===== src/hw/rtl/rbsr_pkg.sv =====
// Package for the rod bank slew and reactivity core.
// Holds widths, codes and the queue item type shared by the front, back and top.
// Depends on nothing.
package rbsr_pkg;

	localparam int FRAC_BITS = 16;
	localparam int POS_W = FRAC_BITS + 1;
	localparam logic [POS_W-1:0] ONE = POS_W'(1) << FRAC_BITS;
	localparam int NBANKS = 4;
	localparam int BANK_W = 2;
	localparam int KIND_W = 3;
	localparam int ELAPSED_W = 10;
	localparam int STEP_W = 17;
	localparam int WORTH_W = 24;
	localparam int MASK_W = 4;
	localparam int REACT_W = 27;
	localparam int TOTAL_W = 19;
	localparam int CFG_IDX_W = 3;
	localparam int CFG_DATA_W = 24;
	localparam int QUEUE_DEPTH = 2;
	localparam int INITIAL_MANUAL_DEF = 32768;

	localparam logic [KIND_W-1:0] KIND_SET = 3'd0;
	localparam logic [KIND_W-1:0] KIND_SCRAM = 3'd1;
	localparam logic [KIND_W-1:0] KIND_RELEASE = 3'd2;
	localparam logic [KIND_W-1:0] KIND_TICK = 3'd3;

	localparam logic [CFG_IDX_W-1:0] REG_NORMAL_STEP = 3'd0;
	localparam logic [CFG_IDX_W-1:0] REG_SCRAM_STEP = 3'd1;
	localparam logic [CFG_IDX_W-1:0] REG_WORTH_A = 3'd2;
	localparam logic [CFG_IDX_W-1:0] REG_WORTH_B = 3'd3;
	localparam logic [CFG_IDX_W-1:0] REG_WORTH_AUTO = 3'd4;
	localparam logic [CFG_IDX_W-1:0] REG_WORTH_EMER = 3'd5;
	localparam logic [CFG_IDX_W-1:0] REG_TIP_WORTH = 3'd6;
	localparam logic [CFG_IDX_W-1:0] REG_DISP_MASK = 3'd7;

	typedef enum logic [2:0] {
		OP_SET,
		OP_SCRAM,
		OP_RELEASE,
		OP_TICK,
		OP_QUERY
	} op_t;

	typedef struct packed {
		op_t op;
		logic [BANK_W-1:0] bank;
		logic [POS_W-1:0] frac;
		logic [ELAPSED_W-1:0] elapsed;
	} item_t;

endpackage


===== src/hw/rtl/rbsr_front.sv =====
// Front end of the rod bank core: accepts requests, classifies them and queues them.
// Uses rbsr_pkg for the item type and codes.
module rbsr_front (
	input  logic clk,
	input  logic arst_n,
	input  logic in_valid,
	output logic in_stall,
	input  logic [rbsr_pkg::KIND_W-1:0] kind,
	input  logic [rbsr_pkg::BANK_W-1:0] bank,
	input  logic [rbsr_pkg::POS_W-1:0] target_fraction,
	input  logic [rbsr_pkg::ELAPSED_W-1:0] elapsed,
	output logic q_valid,
	output rbsr_pkg::item_t q_item,
	input  logic q_pop
);
	localparam int PTR_W = $clog2(rbsr_pkg::QUEUE_DEPTH);
	localparam int CNT_W = $clog2(rbsr_pkg::QUEUE_DEPTH + 1);

	rbsr_pkg::item_t mem_q [rbsr_pkg::QUEUE_DEPTH];
	logic [PTR_W-1:0] wr_ptr_q, rd_ptr_q;
	logic [CNT_W-1:0] count_q;
	rbsr_pkg::item_t new_item;
	logic push;

	always_comb begin
		case (kind)
			rbsr_pkg::KIND_SET: new_item.op = rbsr_pkg::OP_SET;
			rbsr_pkg::KIND_SCRAM: new_item.op = rbsr_pkg::OP_SCRAM;
			rbsr_pkg::KIND_RELEASE: new_item.op = rbsr_pkg::OP_RELEASE;
			rbsr_pkg::KIND_TICK: new_item.op = rbsr_pkg::OP_TICK;
			default: new_item.op = rbsr_pkg::OP_QUERY;
		endcase
		new_item.bank = bank;
		new_item.frac = (target_fraction > rbsr_pkg::ONE) ? rbsr_pkg::ONE : target_fraction;
		new_item.elapsed = elapsed;
	end

	assign in_stall = (count_q == CNT_W'(rbsr_pkg::QUEUE_DEPTH));
	assign push = in_valid && !in_stall;
	assign q_valid = (count_q != '0);
	assign q_item = mem_q[rd_ptr_q];

	always_ff @(posedge clk) begin
		if (push) begin
			mem_q[wr_ptr_q] <= new_item;
		end
	end

	always_ff @(posedge clk or negedge arst_n) begin
		if (!arst_n) begin
			wr_ptr_q <= '0;
			rd_ptr_q <= '0;
			count_q <= '0;
		end else begin
			if (push) begin
				wr_ptr_q <= (wr_ptr_q == PTR_W'(rbsr_pkg::QUEUE_DEPTH - 1)) ? '0 : wr_ptr_q + 1'b1;
			end
			if (q_pop) begin
				rd_ptr_q <= (rd_ptr_q == PTR_W'(rbsr_pkg::QUEUE_DEPTH - 1)) ? '0 : rd_ptr_q + 1'b1;
			end
			if (push && !q_pop) begin
				count_q <= count_q + 1'b1;
			end else if (!push && q_pop) begin
				count_q <= count_q - 1'b1;
			end
		end
	end

`ifndef SYNTHESIS
	a_count_bound: assert property (@(posedge clk) disable iff (!arst_n)
		count_q <= CNT_W'(rbsr_pkg::QUEUE_DEPTH)) else $error("queue overfilled");
	a_pop_nonempty: assert property (@(posedge clk) disable iff (!arst_n)
		q_pop |-> q_valid) else $error("pop from empty queue");
	a_count_track: assert property (@(posedge clk) disable iff (!arst_n)
		(push && !q_pop) |=> count_q == $past(count_q) + 1'b1) else $error("count lost a push");
`endif

endmodule


===== src/hw/rtl/rbsr_back.sv =====
// Back end of the rod bank core: applies queued items to the rod state and
// evaluates reactivity through one shared multiplier. Uses rbsr_pkg.
module rbsr_back #(
	parameter int INITIAL_MANUAL = rbsr_pkg::INITIAL_MANUAL_DEF
) (
	input  logic clk,
	input  logic arst_n,
	input  logic cfg_we,
	input  logic [rbsr_pkg::CFG_IDX_W-1:0] cfg_index,
	input  logic [rbsr_pkg::CFG_DATA_W-1:0] cfg_data,
	input  logic q_valid,
	input  rbsr_pkg::item_t q_item,
	output logic q_pop,
	output logic out_valid,
	input  logic out_stall,
	output logic signed [rbsr_pkg::REACT_W-1:0] reactivity,
	output logic [rbsr_pkg::TOTAL_W-1:0] inserted_total,
	output logic [rbsr_pkg::POS_W-1:0] bank_position,
	output logic [rbsr_pkg::POS_W-1:0] bank_target,
	output logic scram_active
);
	localparam int F = rbsr_pkg::FRAC_BITS;
	localparam int PW = rbsr_pkg::POS_W;
	localparam int WW = rbsr_pkg::WORTH_W;
	localparam int NB = rbsr_pkg::NBANKS;
	localparam int A_W = WW + 1;
	localparam int B_W = PW + 2;
	localparam int P_W = A_W + B_W;
	localparam int TERM_W = P_W - F;
	localparam int ACC_W = rbsr_pkg::REACT_W + 3;
	localparam int TRAV_W = rbsr_pkg::STEP_W + rbsr_pkg::ELAPSED_W;
	localparam int D_W = TRAV_W + 1;
	localparam logic [PW-1:0] MAN_INIT =
		(INITIAL_MANUAL > (1 << F)) ? PW'(1 << F) : PW'(INITIAL_MANUAL);
	localparam logic [PW-1:0] HALF = PW'(1 << (F - 1));
	localparam logic signed [ACC_W-1:0] R_MAX = ACC_W'((1 << (rbsr_pkg::REACT_W - 1)) - 1);
	localparam logic signed [ACC_W-1:0] R_MIN = -ACC_W'(1 << (rbsr_pkg::REACT_W - 1));

	localparam logic [2:0] PH_SQ = 3'd0;
	localparam logic [2:0] PH_SMOOTH = 3'd1;
	localparam logic [2:0] PH_WORTH = 3'd2;
	localparam logic [2:0] PH_COM = 3'd3;
	localparam logic [2:0] PH_COM2 = 3'd4;
	localparam logic [2:0] PH_TIP = 3'd5;
	localparam logic [2:0] PH_DISP = 3'd6;

	typedef enum logic [3:0] {
		ST_IDLE = 4'b0001,
		ST_APPLY = 4'b0010,
		ST_EVAL = 4'b0100,
		ST_DONE = 4'b1000
	} state_t;

	state_t state_q;
	rbsr_pkg::item_t item_q;
	logic [rbsr_pkg::STEP_W-1:0] normal_step_q, scram_step_q;
	logic signed [WW-1:0] worth_q [NB];
	logic signed [WW-1:0] tip_worth_q;
	logic [rbsr_pkg::MASK_W-1:0] mask_q;
	logic [PW-1:0] pos_q [NB];
	logic [PW-1:0] tgt_q [NB];
	logic scram_q;
	logic [2:0] phase_q;
	logic [rbsr_pkg::BANK_W-1:0] bidx_q;
	logic signed [P_W-1:0] prod_q;
	logic signed [ACC_W-1:0] rho_q;
	logic [rbsr_pkg::TOTAL_W-1:0] total_q;
	logic [PW-1:0] cap_pos_q;
	logic out_valid_q;
	logic signed [rbsr_pkg::REACT_W-1:0] react_q;
	logic [rbsr_pkg::TOTAL_W-1:0] total_out_q;
	logic [PW-1:0] pos_out_q, tgt_out_q;
	logic scram_out_q;

	logic [PW-1:0] c, om, prod_hi;
	logic [PW:0] three_minus;
	logic [PW+4:0] d27;
	logic signed [A_W-1:0] mul_a;
	logic signed [B_W-1:0] mul_b;
	logic signed [ACC_W-1:0] term;
	logic [TRAV_W-1:0] travel;
	logic [PW-1:0] new_pos [NB];
	logic signed [D_W-1:0] diff [NB];
	logic signed [D_W-1:0] moved [NB];
	logic load_out;
	logic signed [ACC_W-1:0] rho_sat;

	assign c = pos_q[bidx_q];
	assign om = rbsr_pkg::ONE - c;
	assign three_minus = (PW + 1)'(3 * (1 << F)) - {c, 1'b0};
	assign prod_hi = prod_q[F +: PW];
	assign d27 = ((PW + 5)'(prod_hi) * (PW + 5)'(27)) >> 2;
	// The product is signed, so the dropped fraction bits floor towards minus infinity.
	assign term = ACC_W'($signed(prod_q[P_W-1:F]));

	always_comb begin
		mul_a = '0;
		mul_b = '0;
		case (phase_q)
			PH_SQ: begin
				mul_a = A_W'(c);
				mul_b = B_W'(c);
			end
			PH_SMOOTH: begin
				mul_a = A_W'(prod_hi);
				mul_b = B_W'(three_minus);
			end
			PH_WORTH: begin
				mul_a = A_W'(worth_q[bidx_q]);
				mul_b = B_W'(prod_hi);
			end
			PH_COM: begin
				mul_a = A_W'(c);
				mul_b = B_W'(om);
			end
			PH_COM2: begin
				mul_a = A_W'(prod_hi);
				mul_b = B_W'(om);
			end
			PH_TIP: begin
				mul_a = A_W'(tip_worth_q);
				mul_b = B_W'({1'b0, d27[PW:0]});
			end
			default: begin
				mul_a = '0;
				mul_b = '0;
			end
		endcase
	end

	// Each bank moves by at most the travel, then is held inside [0, ONE].
	always_comb begin
		travel = TRAV_W'(scram_q ? scram_step_q : normal_step_q) * TRAV_W'(item_q.elapsed);
		for (int b = 0; b < NB; b++) begin
			diff[b] = D_W'(tgt_q[b]) - D_W'(pos_q[b]);
			if (diff[b] > $signed({1'b0, travel})) begin
				diff[b] = $signed({1'b0, travel});
			end else if (diff[b] < -$signed({1'b0, travel})) begin
				diff[b] = -$signed({1'b0, travel});
			end
			moved[b] = D_W'(pos_q[b]) + diff[b];
			if (moved[b] < 0) begin
				new_pos[b] = '0;
			end else if (moved[b] > D_W'(rbsr_pkg::ONE)) begin
				new_pos[b] = rbsr_pkg::ONE;
			end else begin
				new_pos[b] = moved[b][PW-1:0];
			end
		end
	end

	assign q_pop = (state_q == ST_IDLE) && q_valid;
	assign load_out = (state_q == ST_DONE) && (!out_valid_q || !out_stall);
	assign rho_sat = (rho_q > R_MAX) ? R_MAX : ((rho_q < R_MIN) ? R_MIN : rho_q);

	always_ff @(posedge clk) begin
		if (q_pop) begin
			item_q <= q_item;
		end
		if (state_q == ST_EVAL) begin
			prod_q <= P_W'(mul_a) * P_W'(mul_b);
			if (phase_q == PH_SQ && bidx_q == item_q.bank) begin
				cap_pos_q <= c;
			end
		end
		if (load_out) begin
			react_q <= rho_sat[rbsr_pkg::REACT_W-1:0];
			total_out_q <= total_q;
			pos_out_q <= cap_pos_q;
			tgt_out_q <= tgt_q[item_q.bank];
			scram_out_q <= scram_q;
		end
	end

	always_ff @(posedge clk or negedge arst_n) begin
		if (!arst_n) begin
			state_q <= ST_IDLE;
			normal_step_q <= rbsr_pkg::STEP_W'(64);
			scram_step_q <= rbsr_pkg::STEP_W'(256);
			for (int b = 0; b < NB; b++) begin
				worth_q[b] <= '0;
			end
			tip_worth_q <= '0;
			mask_q <= '0;
			pos_q[0] <= MAN_INIT;
			pos_q[1] <= MAN_INIT;
			pos_q[2] <= HALF;
			pos_q[3] <= '0;
			tgt_q[0] <= MAN_INIT;
			tgt_q[1] <= MAN_INIT;
			tgt_q[2] <= HALF;
			tgt_q[3] <= '0;
			scram_q <= 1'b0;
			phase_q <= PH_SQ;
			bidx_q <= '0;
			rho_q <= '0;
			total_q <= '0;
			out_valid_q <= 1'b0;
		end else begin
			if (cfg_we) begin
				case (cfg_index)
					rbsr_pkg::REG_NORMAL_STEP: normal_step_q <= cfg_data[rbsr_pkg::STEP_W-1:0];
					rbsr_pkg::REG_SCRAM_STEP: scram_step_q <= cfg_data[rbsr_pkg::STEP_W-1:0];
					rbsr_pkg::REG_WORTH_A: worth_q[0] <= cfg_data;
					rbsr_pkg::REG_WORTH_B: worth_q[1] <= cfg_data;
					rbsr_pkg::REG_WORTH_AUTO: worth_q[2] <= cfg_data;
					rbsr_pkg::REG_WORTH_EMER: worth_q[3] <= cfg_data;
					rbsr_pkg::REG_TIP_WORTH: tip_worth_q <= cfg_data;
					rbsr_pkg::REG_DISP_MASK: mask_q <= cfg_data[rbsr_pkg::MASK_W-1:0];
					default: ;
				endcase
			end

			if (load_out) begin
				out_valid_q <= 1'b1;
			end else if (out_valid_q && !out_stall) begin
				out_valid_q <= 1'b0;
			end

			case (state_q)
				ST_IDLE: begin
					if (q_valid) begin
						state_q <= ST_APPLY;
					end
				end
				ST_APPLY: begin
					case (item_q.op)
						rbsr_pkg::OP_SET: begin
							if (!scram_q) begin
								tgt_q[item_q.bank] <= item_q.frac;
							end
						end
						rbsr_pkg::OP_SCRAM: begin
							scram_q <= 1'b1;
							for (int b = 0; b < NB; b++) begin
								tgt_q[b] <= rbsr_pkg::ONE;
							end
						end
						rbsr_pkg::OP_RELEASE: scram_q <= 1'b0;
						rbsr_pkg::OP_TICK: begin
							for (int b = 0; b < NB; b++) begin
								pos_q[b] <= new_pos[b];
							end
						end
						default: ;
					endcase
					phase_q <= PH_SQ;
					bidx_q <= '0;
					rho_q <= '0;
					total_q <= '0;
					state_q <= ST_EVAL;
				end
				ST_EVAL: begin
					if (phase_q == PH_WORTH) begin
						total_q <= total_q + rbsr_pkg::TOTAL_W'(prod_hi);
					end
					if (phase_q == PH_COM) begin
						rho_q <= rho_q + term;
					end
					if (phase_q == PH_DISP) begin
						if (mask_q[bidx_q]) begin
							rho_q <= rho_q + term;
						end
						phase_q <= PH_SQ;
						bidx_q <= bidx_q + 1'b1;
						if (bidx_q == rbsr_pkg::BANK_W'(NB - 1)) begin
							state_q <= ST_DONE;
						end
					end else begin
						phase_q <= phase_q + 1'b1;
					end
				end
				ST_DONE: begin
					if (load_out) begin
						state_q <= ST_IDLE;
					end
				end
				default: state_q <= ST_IDLE;
			endcase
		end
	end

	assign out_valid = out_valid_q;
	assign reactivity = react_q;
	assign inserted_total = total_out_q;
	assign bank_position = pos_out_q;
	assign bank_target = tgt_out_q;
	assign scram_active = scram_out_q;

`ifndef SYNTHESIS
	a_scram_targets: assert property (@(posedge clk) disable iff (!arst_n)
		scram_q |-> (tgt_q[0] == rbsr_pkg::ONE && tgt_q[1] == rbsr_pkg::ONE &&
			tgt_q[2] == rbsr_pkg::ONE && tgt_q[3] == rbsr_pkg::ONE))
		else $error("target moved while scram latched");
	a_pos_range: assert property (@(posedge clk) disable iff (!arst_n)
		pos_q[0] <= rbsr_pkg::ONE && pos_q[1] <= rbsr_pkg::ONE &&
		pos_q[2] <= rbsr_pkg::ONE && pos_q[3] <= rbsr_pkg::ONE)
		else $error("rod position beyond full insertion");
	a_pop_idle: assert property (@(posedge clk) disable iff (!arst_n)
		q_pop |=> state_q == ST_APPLY) else $error("popped item not applied");
`endif

endmodule


===== src/hw/rtl/rod_bank_slew_and_reactivity_core.sv =====
// Top level of the rod bank slew and reactivity core.
// Instantiates rbsr_front (request queue) and rbsr_back (state and evaluation); uses rbsr_pkg.
//
// Channel   Direction  Handshake            Payload
// in        input      in_valid / in_stall  kind, bank, target_fraction, elapsed
// out       output     out_valid/out_stall  reactivity, inserted_total, bank_position,
//                                           bank_target, scram_active
// cfg       input      cfg_we               cfg_index, cfg_data
//
// Each request passes through the back end in turn: a pop, an apply step, seven multiplier
// steps on each of four banks, and a load of the output register. The shared 25 by 19 bit
// multiplier takes these steps one at a time. Reset is asynchronous and restores the rod
// state and configuration registers at once. A two-entry queue takes requests while the
// back end works, and a finished result waits in its register under stall.
module rod_bank_slew_and_reactivity_core #(
	parameter int INITIAL_MANUAL = rbsr_pkg::INITIAL_MANUAL_DEF
) (
	input  logic clk,
	input  logic arst_n,
	input  logic cfg_we,
	input  logic [rbsr_pkg::CFG_IDX_W-1:0] cfg_index,
	input  logic [rbsr_pkg::CFG_DATA_W-1:0] cfg_data,
	input  logic in_valid,
	output logic in_stall,
	input  logic [rbsr_pkg::KIND_W-1:0] kind,
	input  logic [rbsr_pkg::BANK_W-1:0] bank,
	input  logic [rbsr_pkg::POS_W-1:0] target_fraction,
	input  logic [rbsr_pkg::ELAPSED_W-1:0] elapsed,
	output logic out_valid,
	input  logic out_stall,
	output logic signed [rbsr_pkg::REACT_W-1:0] reactivity,
	output logic [rbsr_pkg::TOTAL_W-1:0] inserted_total,
	output logic [rbsr_pkg::POS_W-1:0] bank_position,
	output logic [rbsr_pkg::POS_W-1:0] bank_target,
	output logic scram_active
);
	logic q_valid, q_pop;
	rbsr_pkg::item_t q_item;

	rbsr_front u_front (
		.clk(clk), .arst_n(arst_n),
		.in_valid(in_valid), .in_stall(in_stall),
		.kind(kind), .bank(bank), .target_fraction(target_fraction), .elapsed(elapsed),
		.q_valid(q_valid), .q_item(q_item), .q_pop(q_pop)
	);

	rbsr_back #(.INITIAL_MANUAL(INITIAL_MANUAL)) u_back (
		.clk(clk), .arst_n(arst_n),
		.cfg_we(cfg_we), .cfg_index(cfg_index), .cfg_data(cfg_data),
		.q_valid(q_valid), .q_item(q_item), .q_pop(q_pop),
		.out_valid(out_valid), .out_stall(out_stall),
		.reactivity(reactivity), .inserted_total(inserted_total),
		.bank_position(bank_position), .bank_target(bank_target),
		.scram_active(scram_active)
	);

endmodule

===== config.mk =====
export PLATFORM = sky130hd
export DESIGN_NAME = rod_bank_slew_and_reactivity_core
export DESIGN_NICKNAME = d
export VERILOG_FILES = /design/src/hw/rtl/rbsr_pkg.sv /design/src/hw/rtl/rbsr_front.sv /design/src/hw/rtl/rbsr_back.sv /design/src/hw/rtl/rod_bank_slew_and_reactivity_core.sv
export SDC_FILE = /design/constraint.sdc
export NUM_CORES = 2
export LEC_CHECK = 0
export ABC_AREA = 1
export BUFFER_PORTS_ARGS = -buffer_cell sky130_fd_sc_hd__buf_2
export CAP_MARGIN = 30
export CORE_MARGIN = 4
export CORE_UTILIZATION = 44
export CTS_CLUSTER_SIZE = 8
export DETAILED_ROUTE_END_ITERATION = 7
export MAX_ROUTING_LAYER = met4
export PLACE_DENSITY = 0.72
export SLEW_MARGIN = 20
export SYNTH_ARGS = -nofsm -noshare
export SYNTH_HDL_FRONTEND = slang
export SYNTH_SLANG_ARGS = --single-unit

===== constraint.sdc =====
create_clock -name clk -period 9.9 [get_ports clk]
set_input_delay 0 -clock clk [delete_from_list [all_inputs] [get_ports clk]]
set_output_delay 0 -clock clk [all_outputs]
set_load 0.005 [all_outputs]

==> impl_metrics.env <==
export IMPL_status="finished with violations"
export IMPL_violations="design-rule violations, negative setup slack"
export IMPL_synth_area_per_cell_sq_um=7.855
export IMPL_nets=10430
export IMPL_core_area_sq_um=146300
export IMPL_hp_start="cfg_we"
export IMPL_ys_seq_area_frac=0.2406
export IMPL_hold_violations=0
export IMPL_rsz0062_at_grt="true"
export IMPL_max_cap_violations=0
export IMPL_clk_path_buf_depth=3
export IMPL_vias=61930
export IMPL_dp_hpwl_mm=185.8
export IMPL_nFillCells=13300
export IMPL_cp_startpoint="u_back.scram_q"
export IMPL_drc=1
export IMPL_synth_top_area_frac=0.1808
export IMPL_dp_worst_setup_slack_ns=-0.9074
export IMPL_layout_cells_non_filler=11170
export IMPL_drt_iter0_markers=5498
export IMPL_detail_route_antenna_nets=0
export IMPL_viasPerCell=5.544
export IMPL_yosys_warnings=0
export IMPL_rr_worst_depth=63
export IMPL_regArea_sq_um=15640
export IMPL_synth_area_sq_um=64990
export IMPL_grt_max_degree=172
export IMPL_routabilityCongestion=1.055
export IMPL_critPathSlowestCell="fa_1"
export IMPL_finalCriticalPeriod_ns=10.36
export IMPL_finClkSkew_ns=0.04357
export IMPL_synth_edf_count=222
export IMPL_initial_utilization=0.4443
export IMPL_cts_buffers=87
export IMPL_synth_async_reset_ratio=0.6172
export IMPL_worstMarginPinSlew_ns=1.009
export IMPL_synth_top_area_cell="fa_1"
export IMPL_reg2reg_from="u_back.scram_q"
export IMPL_min_period_over_period=1.046
export IMPL_dp_cells=10770
export IMPL_clock_sinks=580
export IMPL_crit_path_max_incr_delay_ns=0.56
export IMPL_die_w_um=392.3
export IMPL_grt_pass1_wl_mm=359.6
export IMPL_max_freq_mhz=96.53
export IMPL_synth_flop_cell="dfrtp_1"
export IMPL_overflow=0
export IMPL_synth_nets=9530
export IMPL_firstDrtPassIters=8
export IMPL_hold_class="in -> reg"
export IMPL_wl_per_cell_um=21.33
export IMPL_slew_headroom=0.3275
export IMPL_synth_area_leaders="fa_1 (18%), dfrtp_1 (13%), ha_1 (12%)"
export IMPL_cp_data_required_time_ns=10.54
export IMPL_synth_cell_types=68
export IMPL_yosys_top_cells_count="nand2_1 (1845), inv_1 (1503), nor2_1 (611)"
export IMPL_worstSetupStartpointType="flip-flop"
export IMPL_areaGrowthSynthToFinish_pct=23.43
export IMPL_h_tree_depth=3
export IMPL_crit_arrival_ns=11.00
export IMPL_criticalPathCategory="reg -> reg"
export IMPL_worst_slack_ns=-0.4597
export IMPL_io_pins=147
export IMPL_wl_mm=238.3
export IMPL_first_global_vias=61690
export IMPL_die_area_sq_um=153900
export IMPL_holdPathStages=5
export IMPL_worst_path_max_fanout=8
export IMPL_clk_pin_slew_ns=0.05
export IMPL_drive_gt1_frac=0.1945
export IMPL_drv_slew=0
export IMPL_worst_setup_path_end_kind="flip-flop"
export IMPL_rows=140
export IMPL_yosys_cell_count_top_type="nand2_1"
export IMPL_finalSetupViolCount=68
export IMPL_io_buffers=146
export IMPL_hold_ws_ns=0.02415
export IMPL_cts_tree="done"
export IMPL_cts_root_buf="clkbuf_16"
export IMPL_synth_seq_cells=580
export IMPL_clk_latency_ns=0.71
export IMPL_die_h_um=392.3
export IMPL_multi_input_area_sq_um=45230
export IMPL_track_usage=0.3135
export IMPL_antenna_found_initial=8
export IMPL_synth_cells=8274
==> what timing repair did <==
item	CTS	global route
cloned	7	2
pin swaps	139	186
resized for setup	365	307
endpoints found under the setup margin	85	88
setup buffers	103	57
hold buffers	68	0
endpoints found under the hold margin	299	0
==> logic make-up after synthesis <==
logic type | synth area share
mux | 0.005545
fa+ha+maj | 0.2973
simple gates | 0.1981
compound gates | 0.1258
flops | 0.2406
buf+inv | 0.1033
xor+xnor | 0.02940
==> routing by layer <==
| layer | global-route usage | routed length (um) |
|---|---|---|
| met5 | - | 0 |
| met2 | 0.4967 | 109300 |
| met1 | 0.3746 | 92360 |
| met4 | 0.1792 | 17100 |
| met3 | 0.06162 | 19530 |
==> metrics by stage <==
step	util	TNS, ns	cell area (sq um)
after floorplan	-	0	65340
after global placement	0.4982	-47.26	72870
after detailed placement	0.4984	-55.01	72900
after CTS	0.5364	-9.978	78460
after global routing	0.5484	-57.14	80210
final	0.5484	-22.96	80210
==> state kept, by name (all words and copies together) (netlist names), 19 cells and up <==
name and count:
u_back.inserted_total 19, u_back.tgt_q 68, u_back.prod_q 28, u_back.tip_worth_q 24, u_back.pos_q 68, u_back.item_q 32, u_front.mem_q 64, u_back.worth_q 96
u_back.reactivity 27, u_back.total_q 19, u_back.rho_q 30
==> layout by cell type, fill, tap and decap left out, types with 36 or more instances in the layout <==
master / synthesis / routed
ha_1: 605 / 559
dlygate4sd3_1: 0 / 67
buf_4: 5 / 746
o22ai_1: 83 / 83
dfrtp_1: 349 / 346
nor2_4: 13 / 48
a31oi_1: 41 / 36
xor2_1: 142 / 138
o21ai_1: 30 / 68
nor2_1: 611 / 553
inv_1: 1503 / 1450
buf_6: 4 / 39
ha_4: 0 / 40
nand2_4: 2 / 36
a21oi_2: 0 / 44
nand3_2: 30 / 62
fa_1: 587 / 572
nand2_1: 1845 / 1698
nor3_1: 71 / 56
a21oi_1: 485 / 435
buf_2: 17 / 146
nand4_1: 115 / 115
clkbuf_1: 203 / 59
xnor2_1: 73 / 65
nor2_2: 17 / 40
edfxtp_1: 222 / 222
nand3_1: 262 / 217
o21ai_0: 480 / 406
o211ai_1: 77 / 77
clkbuf_16: 0 / 92
nand2_2: 27 / 137
inv_2: 20 / 65
==> area by class of cell <==
cell class | instances | area share
Clock buffer | 152 | 0.03121
Clock inverter | 11 | 0.002387
Multi-Input combinational cell | 5925 | 0.5639
Inverter | 1529 | 0.07180
Timing Repair Buffer | 1049 | 0.1055
Antenna cell | 6 | 0.0001872
Sequential cell | 580 | 0.1950
Timing Repair inverter | 1 | 0.00009359
Tap cell | 1917 | 0.02990
==> path summary, 6_finish.rpt <==
kind,slack (ns),end
min in group asynchronous,0.44,u_back.tgt_q[32]
hold / removal,0.02,u_back.normal_step_q[1]
setup reg to reg,-0.46,u_back.pos_q[27]
hold reg to reg,0.42,u_back.bank_position[1]
max in group asynchronous,7.69,u_back.out_valid
setup / recovery,-0.46,u_back.pos_q[27]
==> worst max-delay path: cells and delay by family (launching register included) <==
kind            cells  cell delay (ns)
compound gates     10             1.40
flops               1             0.43
fa+ha+maj           8             3.30
buf+inv            12             1.34
xor+xnor            1             0.17
simple gates       32             3.67
Power is left out: the tool's default activity adds up to more than one toggle a clock period on the data nets, which glitch-free logic cannot reach.
